--- config.mk ---
export PLATFORM = sky130hd
export DESIGN_NAME = ascii_sentence_xor_checksum_parser
export DESIGN_NICKNAME = d
export VERILOG_FILES = /design/src/rtl/core/asxp_pkg.sv /design/src/rtl/core/asxp_front.sv /design/src/rtl/core/asxp_queue.sv /design/src/rtl/core/asxp_back.sv /design/src/rtl/core/ascii_sentence_xor_checksum_parser.sv
export SDC_FILE = /design/constraint.sdc
export NUM_CORES = 1
export LEC_CHECK = 0
export BUFFER_PORTS_ARGS = -buffer_cell sky130_fd_sc_hd__buf_4
export CAP_MARGIN = 20
export CORE_MARGIN = 2
export CORE_UTILIZATION = 61
export CTS_CLUSTER_SIZE = 30
export DETAILED_ROUTE_END_ITERATION = 8
export GPL_TIMING_DRIVEN = 0
export PLACE_DENSITY_LB_ADDON = 0.08
export REMOVE_ABC_BUFFERS = 1
export SYNTH_ARGS = -nofsm -noshare
export SYNTH_HDL_FRONTEND = slang
export SYNTH_SLANG_ARGS = --single-unit
--- constraint.sdc ---
create_clock -name i_clk -period 5.65 [get_ports i_clk]
set_input_delay 1.695 -clock i_clk [delete_from_list [all_inputs] [get_ports i_clk]]
set_output_delay 1.695 -clock i_clk [all_outputs]
set_load 0.01 [all_outputs]
--- src/rtl/core/asxp_pkg.sv ---
// Shared types and constants for the sentence parser blocks.
`timescale 1ns / 1ps

package asxp_pkg;

    localparam logic [7:0] CHAR_DOLLAR = 8'h24;
    localparam logic [7:0] CHAR_F      = 8'h46;
    localparam logic [7:0] CHAR_L      = 8'h4C;
    localparam logic [7:0] CHAR_COMMA  = 8'h2C;
    localparam logic [7:0] CHAR_LF     = 8'h0A;
    localparam logic [7:0] CHAR_CR     = 8'h0D;
    localparam logic [7:0] CHAR_ZERO   = 8'h30;
    localparam logic [7:0] CHAR_NINE   = 8'h39;
    localparam logic [7:0] CHAR_UA     = 8'h41;
    localparam logic [7:0] CHAR_UF     = 8'h46;
    localparam logic [7:0] CHAR_LA     = 8'h61;
    localparam logic [7:0] CHAR_LF_HEX = 8'h66;

    localparam int MIN_LINE_LEN = 8;
    localparam int HDR_LAST_POS = 3;
    localparam logic [7:0] CHECK_BAD  = 8'hFF;
    localparam logic [3:0] NIBBLE_BAD = 4'hF;

    localparam int QUEUE_DEPTH = 4;

    typedef enum logic [2:0] {
        PH_HEADER = 3'd0,
        PH_LEVEL  = 3'd1,
        PH_RATE   = 3'd2,
        PH_CHECK  = 3'd3,
        PH_DEAD   = 3'd4
    } t_phase;

    // One received byte together with its character class.
    typedef struct packed {
        logic [7:0] data;
        logic       is_lf;
        logic       is_cr;
        logic       is_comma;
        logic       is_nul;
        logic       is_digit;
        logic [3:0] digit;
        logic       hex_ok;
        logic [3:0] nibble;
    } t_item;

    typedef struct packed {
        logic full;
        logic empty;
    } t_queue_status;

endpackage

--- src/rtl/core/asxp_front.sv ---
// Front end: accepts received bytes and tags each with its character class.
`timescale 1ns / 1ps

module asxp_front
    import asxp_pkg::*;
(
    input  logic          i_valid,
    input  logic [7:0]    i_data,
    input  t_queue_status i_status,
    output logic          o_ready,
    output logic          o_push,
    output t_item         o_item
);

    logic is_dec;
    logic is_upper;
    logic is_lower;

    always_comb begin
        is_dec   = (i_data >= CHAR_ZERO) && (i_data <= CHAR_NINE);
        is_upper = (i_data >= CHAR_UA) && (i_data <= CHAR_UF);
        is_lower = (i_data >= CHAR_LA) && (i_data <= CHAR_LF_HEX);

        o_item.data     = i_data;
        o_item.is_lf    = (i_data == CHAR_LF);
        o_item.is_cr    = (i_data == CHAR_CR);
        o_item.is_comma = (i_data == CHAR_COMMA);
        o_item.is_nul   = (i_data == 8'h00);
        o_item.is_digit = is_dec;
        o_item.digit    = 4'(i_data - CHAR_ZERO);
        o_item.hex_ok   = is_dec || is_upper || is_lower;
        if (is_dec) begin
            o_item.nibble = 4'(i_data - CHAR_ZERO);
        end else if (is_upper) begin
            o_item.nibble = 4'(i_data - CHAR_UA + 8'd10);
        end else if (is_lower) begin
            o_item.nibble = 4'(i_data - CHAR_LA + 8'd10);
        end else begin
            o_item.nibble = NIBBLE_BAD;
        end
    end

    assign o_ready = !i_status.full;
    assign o_push  = i_valid && !i_status.full;

endmodule

--- src/rtl/core/asxp_queue.sv ---
// Short queue of classified bytes between the front and back ends.
`timescale 1ns / 1ps

module asxp_queue
    import asxp_pkg::*;
(
    input  logic          i_clk,
    input  logic          i_rst_n,
    input  logic          i_push,
    input  t_item         i_item,
    input  logic          i_pop,
    output t_item         o_item,
    output t_queue_status o_status
);

    localparam int PTR_W = $clog2(QUEUE_DEPTH);
    localparam int CNT_W = $clog2(QUEUE_DEPTH + 1);

    t_item              r_mem [QUEUE_DEPTH];
    logic [PTR_W-1:0]   r_wr_ptr;
    logic [PTR_W-1:0]   r_rd_ptr;
    logic [CNT_W-1:0]   r_count;
    logic [CNT_W-1:0]   n_count;
    logic               do_push;
    logic               do_pop;

    assign o_status.full  = (r_count == CNT_W'(QUEUE_DEPTH));
    assign o_status.empty = (r_count == '0);
    assign do_push = i_push && !o_status.full;
    assign do_pop  = i_pop && !o_status.empty;
    assign o_item  = r_mem[r_rd_ptr];

    always_comb begin
        n_count = r_count;
        if (do_push && !do_pop) begin
            n_count = r_count + CNT_W'(1);
        end else if (do_pop && !do_push) begin
            n_count = r_count - CNT_W'(1);
        end
    end

    always_ff @(posedge i_clk) begin
        if (!i_rst_n) begin
            r_wr_ptr <= '0;
            r_rd_ptr <= '0;
            r_count  <= '0;
        end else begin
            r_count <= n_count;
            if (do_push) begin
                r_wr_ptr <= r_wr_ptr + PTR_W'(1);
            end
            if (do_pop) begin
                r_rd_ptr <= r_rd_ptr + PTR_W'(1);
            end
        end
    end

    always_ff @(posedge i_clk) begin
        if (do_push) begin
            r_mem[r_wr_ptr] <= i_item;
        end
    end

endmodule

--- src/rtl/core/asxp_back.sv ---
// Back end: per-line parser state, checksum test and result register.
`timescale 1ns / 1ps

module asxp_back
    import asxp_pkg::*;
#(
    parameter int LINE_MAX = 64
) (
    input  logic          i_clk,
    input  logic          i_rst_n,
    input  t_item         i_item,
    input  t_queue_status i_status,
    input  logic [7:0]    i_max_level,
    input  logic          i_out_ready,
    output logic          o_pop,
    output logic          o_out_valid,
    output logic [7:0]    o_level,
    output logic [15:0]   o_rate
);

    localparam int POS_W = $clog2(LINE_MAX);

    t_phase           r_phase, n_phase;
    logic [POS_W-1:0] r_pos, n_pos;
    logic             r_hdr_ok, n_hdr_ok;
    logic [7:0]       r_xor, n_xor;
    logic [7:0]       r_lvl, n_lvl;
    logic             r_lvl_stop, n_lvl_stop;
    logic [15:0]      r_rate, n_rate;
    logic             r_rate_stop, n_rate_stop;
    logic [7:0]       r_chk, n_chk;
    logic [1:0]       r_hex_cnt, n_hex_cnt;
    logic             r_out_valid;
    logic [7:0]       r_out_level;
    logic [15:0]      r_out_rate;

    logic             parse_en;
    logic [7:0]       recv_chk;
    logic [7:0]       calc_chk;
    logic             line_good;

    // Take a byte whenever the result register can absorb a possible result.
    assign o_pop    = !i_status.empty && (!r_out_valid || i_out_ready);
    assign parse_en = o_pop && !i_item.is_lf && !i_item.is_cr &&
                      (r_pos < POS_W'(LINE_MAX - 1));

    assign recv_chk  = (r_hex_cnt < 2'd2) ? CHECK_BAD : r_chk;
    assign calc_chk  = r_xor ^ CHAR_F ^ CHAR_L;
    assign line_good = (r_pos >= POS_W'(MIN_LINE_LEN)) && r_hdr_ok &&
                       (r_phase == PH_CHECK) && (calc_chk == recv_chk) &&
                       (r_lvl <= i_max_level);

    // Phase sequencing.
    always_comb begin
        n_phase = r_phase;
        if (o_pop && i_item.is_lf) begin
            n_phase = PH_HEADER;
        end else if (parse_en) begin
            unique case (r_phase)
                PH_HEADER: begin
                    if (r_pos >= POS_W'(HDR_LAST_POS)) n_phase = PH_LEVEL;
                end
                PH_LEVEL: begin
                    if (i_item.is_comma)    n_phase = PH_RATE;
                    else if (i_item.is_nul) n_phase = PH_DEAD;
                end
                PH_RATE: begin
                    if (i_item.is_comma)    n_phase = PH_CHECK;
                    else if (i_item.is_nul) n_phase = PH_DEAD;
                end
                PH_CHECK: n_phase = PH_CHECK;
                PH_DEAD:  n_phase = PH_DEAD;
                default:  n_phase = PH_DEAD;
            endcase
        end
    end

    // Field accumulators.
    always_comb begin
        n_pos       = r_pos;
        n_hdr_ok    = r_hdr_ok;
        n_xor       = r_xor;
        n_lvl       = r_lvl;
        n_lvl_stop  = r_lvl_stop;
        n_rate      = r_rate;
        n_rate_stop = r_rate_stop;
        n_chk       = r_chk;
        n_hex_cnt   = r_hex_cnt;
        if (o_pop && i_item.is_lf) begin
            n_pos       = '0;
            n_hdr_ok    = 1'b0;
            n_xor       = '0;
            n_lvl       = '0;
            n_lvl_stop  = 1'b0;
            n_rate      = '0;
            n_rate_stop = 1'b0;
            n_chk       = '0;
            n_hex_cnt   = '0;
        end else if (parse_en) begin
            n_pos = r_pos + POS_W'(1);
            unique case (r_phase)
                PH_HEADER: begin
                    if (r_pos == POS_W'(0)) begin
                        n_hdr_ok = (i_item.data == CHAR_DOLLAR);
                    end else if (r_pos == POS_W'(1)) begin
                        n_hdr_ok = r_hdr_ok && (i_item.data == CHAR_F);
                    end else if (r_pos == POS_W'(2)) begin
                        n_hdr_ok = r_hdr_ok && (i_item.data == CHAR_L);
                    end
                end
                PH_LEVEL: begin
                    if (!i_item.is_comma && !i_item.is_nul) begin
                        n_xor = r_xor ^ i_item.data;
                        if (!r_lvl_stop && i_item.is_digit) begin
                            n_lvl = (r_lvl << 3) + (r_lvl << 1) + {4'd0, i_item.digit};
                        end else begin
                            n_lvl_stop = 1'b1;
                        end
                    end
                end
                PH_RATE: begin
                    if (!i_item.is_comma && !i_item.is_nul) begin
                        n_xor = r_xor ^ i_item.data;
                        if (!r_rate_stop && i_item.is_digit) begin
                            n_rate = (r_rate << 3) + (r_rate << 1) +
                                     {12'd0, i_item.digit};
                        end else begin
                            n_rate_stop = 1'b1;
                        end
                    end
                end
                PH_CHECK: begin
                    if (r_hex_cnt == 2'd0) begin
                        n_chk     = i_item.hex_ok ? {i_item.nibble, 4'h0}
                                                  : {NIBBLE_BAD, 4'h0};
                        n_hex_cnt = 2'd1;
                    end else if (r_hex_cnt == 2'd1) begin
                        n_chk     = i_item.hex_ok ? (r_chk | {4'h0, i_item.nibble})
                                                  : CHECK_BAD;
                        n_hex_cnt = 2'd2;
                    end
                end
                PH_DEAD: ;
                default: ;
            endcase
        end
    end

    always_ff @(posedge i_clk) begin
        if (!i_rst_n) begin
            r_phase     <= PH_HEADER;
            r_pos       <= '0;
            r_hdr_ok    <= 1'b0;
            r_xor       <= '0;
            r_lvl       <= '0;
            r_lvl_stop  <= 1'b0;
            r_rate      <= '0;
            r_rate_stop <= 1'b0;
            r_chk       <= '0;
            r_hex_cnt   <= '0;
            r_out_valid <= 1'b0;
        end else begin
            r_phase     <= n_phase;
            r_pos       <= n_pos;
            r_hdr_ok    <= n_hdr_ok;
            r_xor       <= n_xor;
            r_lvl       <= n_lvl;
            r_lvl_stop  <= n_lvl_stop;
            r_rate      <= n_rate;
            r_rate_stop <= n_rate_stop;
            r_chk       <= n_chk;
            r_hex_cnt   <= n_hex_cnt;
            if (o_pop && i_item.is_lf && line_good) begin
                r_out_valid <= 1'b1;
            end else if (i_out_ready) begin
                r_out_valid <= 1'b0;
            end
        end
    end

    always_ff @(posedge i_clk) begin
        if (o_pop && i_item.is_lf && line_good) begin
            r_out_level <= r_lvl;
            r_out_rate  <= r_rate;
        end
    end

    assign o_out_valid = r_out_valid;
    assign o_level     = r_out_level;
    assign o_rate      = r_out_rate;

endmodule

--- src/rtl/core/ascii_sentence_xor_checksum_parser.sv ---
// Top level of the $FL sentence parser with XOR checksum check.
`timescale 1ns / 1ps

// Usage:
// Received characters enter on the s_axis channel, one byte per item in
// s_axis_tdata. Each line feed closes a line; carriage returns are skipped.
// When the closed line is a well-formed $FL sentence whose XOR checksum
// matches and whose level does not exceed max_level, one item leaves on the
// m_axis channel carrying the level and heart rate; otherwise nothing leaves.
// The cfg channel writes max_level (reset value 3); it is always ready.
// Throughput is one byte per cycle while s_axis_tready is high. A byte
// is written into the four-entry queue when it is accepted and is parsed
// by the back end only after it has been stored there; m_axis_tvalid rises
// from the result register once the line feed has been parsed.
// The back end drains the queue one byte per cycle whenever the result
// register is empty or being read; while m_axis is stalled with a result
// pending it holds, the queue fills and s_axis_tready drops when it is full.
// Reset is synchronous and active low: it empties the queue, drops the
// pending result, clears the line state and restores max_level to 3.
// Bytes past the first LINE_MAX-1 of a line are dropped until its line feed.
module ascii_sentence_xor_checksum_parser
    import asxp_pkg::*;
#(
    parameter int LINE_MAX = 64
) (
    input  logic        i_clk,
    input  logic        i_rst_n,
    input  logic        s_axis_tvalid,
    output logic        s_axis_tready,
    input  logic [7:0]  s_axis_tdata,   // [7:0] rx_byte
    output logic        m_axis_tvalid,
    input  logic        m_axis_tready,
    output logic [23:0] m_axis_tdata,   // [7:0] level, [23:8] heart_rate
    input  logic        cfg_valid,
    output logic        cfg_ready,
    input  logic [7:0]  cfg_data
);

    t_item         front_item;
    t_item         queue_item;
    t_queue_status queue_status;
    logic          front_push;
    logic          back_pop;
    logic [7:0]    r_max_level;
    logic [7:0]    out_level;
    logic [15:0]   out_rate;

    // Configuration register; the user must write it only while the parser is idle, the block does not enforce this.
    assign cfg_ready = 1'b1;

    always_ff @(posedge i_clk) begin
        if (!i_rst_n) begin
            r_max_level <= 8'd3;
        end else if (cfg_valid) begin
            r_max_level <= cfg_data;
        end
    end

    asxp_front u_front (
        .i_valid  (s_axis_tvalid),
        .i_data   (s_axis_tdata),
        .i_status (queue_status),
        .o_ready  (s_axis_tready),
        .o_push   (front_push),
        .o_item   (front_item)
    );

    asxp_queue u_queue (
        .i_clk    (i_clk),
        .i_rst_n  (i_rst_n),
        .i_push   (front_push),
        .i_item   (front_item),
        .i_pop    (back_pop),
        .o_item   (queue_item),
        .o_status (queue_status)
    );

    asxp_back #(
        .LINE_MAX (LINE_MAX)
    ) u_back (
        .i_clk       (i_clk),
        .i_rst_n     (i_rst_n),
        .i_item      (queue_item),
        .i_status    (queue_status),
        .i_max_level (r_max_level),
        .i_out_ready (m_axis_tready),
        .o_pop       (back_pop),
        .o_out_valid (m_axis_tvalid),
        .o_level     (out_level),
        .o_rate      (out_rate)
    );

    assign m_axis_tdata = {out_rate, out_level};

    // A queue cannot be both full and empty.
    a_queue_state: assert property (@(posedge i_clk) disable iff (!i_rst_n)
        !(queue_status.full && queue_status.empty))
        else $error("queue reports full and empty together");

    // A pending, stalled result must block the back end from parsing further.
    a_stall_blocks_pop: assert property (@(posedge i_clk) disable iff (!i_rst_n)
        (m_axis_tvalid && !m_axis_tready) |-> !back_pop)
        else $error("back end consumed a byte while a result was stalled");

    // Reset leaves no result pending.
    a_reset_clears_out: assert property (@(posedge i_clk)
        !i_rst_n |=> !m_axis_tvalid)
        else $error("result valid right after reset");

    // The front end only pushes when there is room.
    a_push_room: assert property (@(posedge i_clk) disable iff (!i_rst_n)
        front_push |-> (s_axis_tready && !queue_status.full))
        else $error("push into a full queue");

endmodule
==> summary.md <==
The flow ran to the end, and the final reports show no timing, DRC or antenna violations. By startpoint and endpoint, the worst setup path is classified as flop to flop. The largest stage delay on the critical path is 0.90 ns.

For the post-cts resize count, the log shows 0. Setup violations remaining at the end of the flow were counted as 0. For the initial antenna violation count, the log shows 0. The initial utilization of the core area, before any placement, comes to 62.0%. Cells with a size suffix above 1 make up 14.4% of the layout.

After synthesis the cells add up to 8140 sq um. On the critical path, the stage with the largest delay is an instance of sky130_fd_sc_hd__dfxtp_1. Post-CTS timing repair inserted 0 buffers for setup. Worst relative slew slack: 29.6%.

The worst setup path is captured at a flop. For the pin with the worst max-slew slack, the measured transition is 1.06 ns. The Yosys step of the flow raised 0 warnings. For the data arrival at the endpoint of the critical path, the log shows 4.40 ns.

The iteration-0 DRC count of the detailed router was 286; the worst IR drop on VDD was 198 uV. For this run, the post-layout net count is 815. For the antenna diode instance count, the log shows 0. Among all flip-flop cells after synthesis, the most frequent one is sky130_fd_sc_hd__edfxtp_1.

After floorplanning, the core was divided into 42 placement rows. The synthesized design contains 96 enable-type register cells. In this run the most critical hold path is launched from u_back.r_rate[15].

Global routing finished with a remaining overflow of 0. The layer flagged by global routing as most heavily used is met2. The clock period minus worst slack was 4.07 ns. Dominant cell by count in the synthesized netlist: sky130_fd_sc_hd__edfxtp_1.

Of the available clock period, the critical path in the final layout requires 72.0%. Buffers inserted to repair hold after CTS numbered 0. The critical path contains buffers and inverters numbering 2 combined. The cell family contributing the most delay on the critical path is compound AO/OA/AOI/OAI gates.

The overall die height is 120 um, and the met1 track demand over resource is 27.5%. The library cell used as clock root buffer was sky130_fd_sc_hd__clkbuf_16. The post-synthesis to final-layout area growth was 13.1%; the met3 usage in global routing was 4.33%.

The tools report the area of the die as 14300 sq um. The number of global-route vias before repair is 5389, and the number of remaining DRC errors is 0. The run gives 5 as the total iterations of the first detailed-routing run.

Dividing the detail-routed via count by the number of cells gives 5.78. Setup repair after global routing left no endpoint under its margin. The cell count after synthesis came out at 685.

The average wire per standard cell was 16.8 um. The tools report the reg-to-reg setup timing slack as 1.58 ns. During I/O placement, the number of pins put on the boundary was 48. The leakage power summed over all cells was 3.62 nW; the pin count of the biggest net entering global routing was 46. The synthesized area per cell works out to 11.9 sq um. For the worst-skew pair, the clock arrives at the later sink with an insertion delay of 0.42 ns. TritonCTS built the clock tree. The worst clock skew was 0.00643 ns; the number of input and output port buffers inserted was 46.

The first global-routing pass estimated 25.7 mm of wire. For the worst flop-to-flop path, the logic depth is 11. Buffers inserted during clock tree synthesis total 17. Of all nets on the critical path, the largest fanout is 18. The logs give 0 for the final number of max-transition violations and 15.4 mm for the total wirelength of the detailed-routed design. Required time at the endpoint of the critical path: 5.99 ns.

Global routing consumed, over all layers together, 23.0% of the routing resources. Category of the worst setup path launch point: a flop. Power spread over the standard cell area amounts to 342 nW/um^2.

The clock passes through at most 2 buffers. The clock net in this run drives a total of 168 sinks. Detailed placement finished with a half-perimeter wire length of 10.7 mm. The share of Yosys cell area claimed by the top area cell type works out to 35.4%. Cell taking the most area after synthesis: sky130_fd_sc_hd__edfxtp_1. In this run the standard cell core region covers 13100 sq um. The critical path goes through mux4_2 > inv_1 > fa_1 > inv_1 > fa_1 > a211oi_1 > o21bai_1 > a2111oi_0 > nor3_1 > xnor2_1 > o21ai_0. Measured on the finished design, the core utilization comes to 70.1%.

The number of vias in the routed layout is 5324. Routability-driven placement finished with a final weighted congestion of 0.836. After clock tree synthesis, the clock-pin slew on the worst setup and hold paths is 0.06 ns.

The floorplan die width works out to 120 um. The final antenna-violating net count came out at 0. The run gives 53.1% as the post-synthesis sequential area ratio.

The class of the worst hold path is flop to flop. Ranked by total cell area, the synthesized netlist is headed by sky130_fd_sc_hd__edfxtp_1, sky130_fd_sc_hd__dfxtp_1, sky130_fd_sc_hd__ha_1. The count of final hold-check violations is 0, and the number of max-cap violations is 0. The H-tree was split into 4 levels. The synthesis-stage register bit count was 168; the highest clock rate was 246 MHz. The worst register-to-register path ends at u_back.r_rate[10]. The async set-reset flop share out of synthesis was 0%; the instance count along the most critical hold path was 0. Worst min-delay path endpoint: u_back.o_rate[15].

Adding up every negative setup slack in the final design gives 0 ns. The number of distinct library cell variants in the gate-level netlist after synthesis is 68. Global routing consumed, on the met2 layer, 40.8% of the routing resources.

By count the netlist is led by sky130_fd_sc_hd__edfxtp_1, sky130_fd_sc_hd__dfxtp_1, sky130_fd_sc_hd__nor2_1.
[cell type report]
type / count / area, sq um
tap: 176 / 220
timing repair buffer: 49 / 389
multi-input combinational: 466 / 3600
sequential: 168 / 4320
clock buffer: 20 / 437
fill: 949 / 3920
inverter: 30 / 113
clock inverter: 12 / 128
[state kept, by name, summed over array words and instances, names as in the netlist, named ones only]
register / cells
u_back.r_phase: 3
u_back.r_hex_cnt: 2
u_back.r_chk: 8
u_queue.r_mem: 72
u_back.o_rate: 16
u_back.o_level: 8
u_back.r_rate: 16
u_back.r_lvl_stop: 1
u_back.r_hdr_ok: 1
u_back.r_rate_stop: 1
r_max_level: 8
u_queue.r_wr_ptr: 2
u_back.r_pos: 6
u_queue.r_count: 3
u_back.r_xor: 8
u_queue.r_rd_ptr: 2
u_back.r_lvl: 8
u_back.o_out_valid: 1
[worst max path at each step]
stage                     cells past startpoint     startpoint                end  slack (ns)
after global routing                         11           flop  u_back.r_rate[10]        1.32
after floorplan                               5  m_axis_tready  u_back.o_level[0]        1.06
after global placement                        6  m_axis_tready  u_back.o_rate[13]        0.03
after CTS                                    11           flop  u_back.r_rate[10]        1.62
final                                        11           flop  u_back.r_rate[10]        1.58
after detailed placement                      7  m_axis_tready  u_back.o_rate[14]        1.62
[where the power goes]
part	leakage, nW	internal, W	total, W	switching (W)
logic	1.89	0.000252	0.000613	0.000361
registers	1.47	0.00137	0.00143	0.0000632
clock network	0.264	0.000648	0.00110	0.000454
[placed cells by master, fill, tap and decap left out, types with 6 or more instances in the layout]
cell / instances
sky130_fd_sc_hd__a31oi_1: 8
sky130_fd_sc_hd__a211oi_1: 6
sky130_fd_sc_hd__edfxtp_1: 96
sky130_fd_sc_hd__clkbuf_16: 17
sky130_fd_sc_hd__mux2i_1: 23
sky130_fd_sc_hd__xor2_1: 20
sky130_fd_sc_hd__ha_1: 57
sky130_fd_sc_hd__nor2b_1: 7
sky130_fd_sc_hd__mux4_2: 14
sky130_fd_sc_hd__inv_1: 29
sky130_fd_sc_hd__nor4_1: 9
sky130_fd_sc_hd__a21oi_1: 35
sky130_fd_sc_hd__and3_1: 7
sky130_fd_sc_hd__nand3_1: 9
sky130_fd_sc_hd__nand2b_1: 8
sky130_fd_sc_hd__nand2_1: 50
sky130_fd_sc_hd__nor2_1: 72
sky130_fd_sc_hd__nor3_1: 17
sky130_fd_sc_hd__xnor2_1: 18
sky130_fd_sc_hd__buf_4: 46
sky130_fd_sc_hd__o21ai_0: 21
sky130_fd_sc_hd__a21o_1: 9
sky130_fd_sc_hd__dfxtp_1: 72
[metal layers]
| metal | wire length, um | up-vias |
|---|---|---|
| met5 | 0 | - |
| met4 | 369 | 0 |
| met3 | 621 | 33 |
| met2 | 7930 | 149 |
| met1 | 6520 | 2532 |
| li1 | - | 2610 |
[cells by family after synthesis]
kind of cell             Yosys count  share of synthesized area, %
AND/OR/NAND/NOR                  210                          12.7
flip-flops                       168                          53.1
AO/OA/AOI/OAI                    114                          9.34
adder cells (fa/ha/maj)           62                          9.99
buffers and inverters             51                          2.75
multiplexers                      41                          7.99
XOR/XNOR                          38                          4.09
other                              1                        0.0460
[through the flow]
stage | instances | setup WS, ns | total power (W) | hold WS, ns | cell area (sq um)
6_report | 921 | 1.58 | 0.00315 | 0.435 | 9210
5_1_grt | 921 | 1.32 | 0.00328 | 0.465 | 9210
4_1_cts | 921 | 1.62 | 0.00316 | 0.438 | 9210
3_5_place_dp | 889 | 1.62 | 0.00206 | 0.424 | 8650
3_3_place_gp | 886 | 0.0331 | 0.00202 | 0.419 | 8600
2_1_floorplan | 664 | 1.06 | 0.00187 | 0.408 | 8030
No activity file was read; power rests on OpenSTA's default activity.
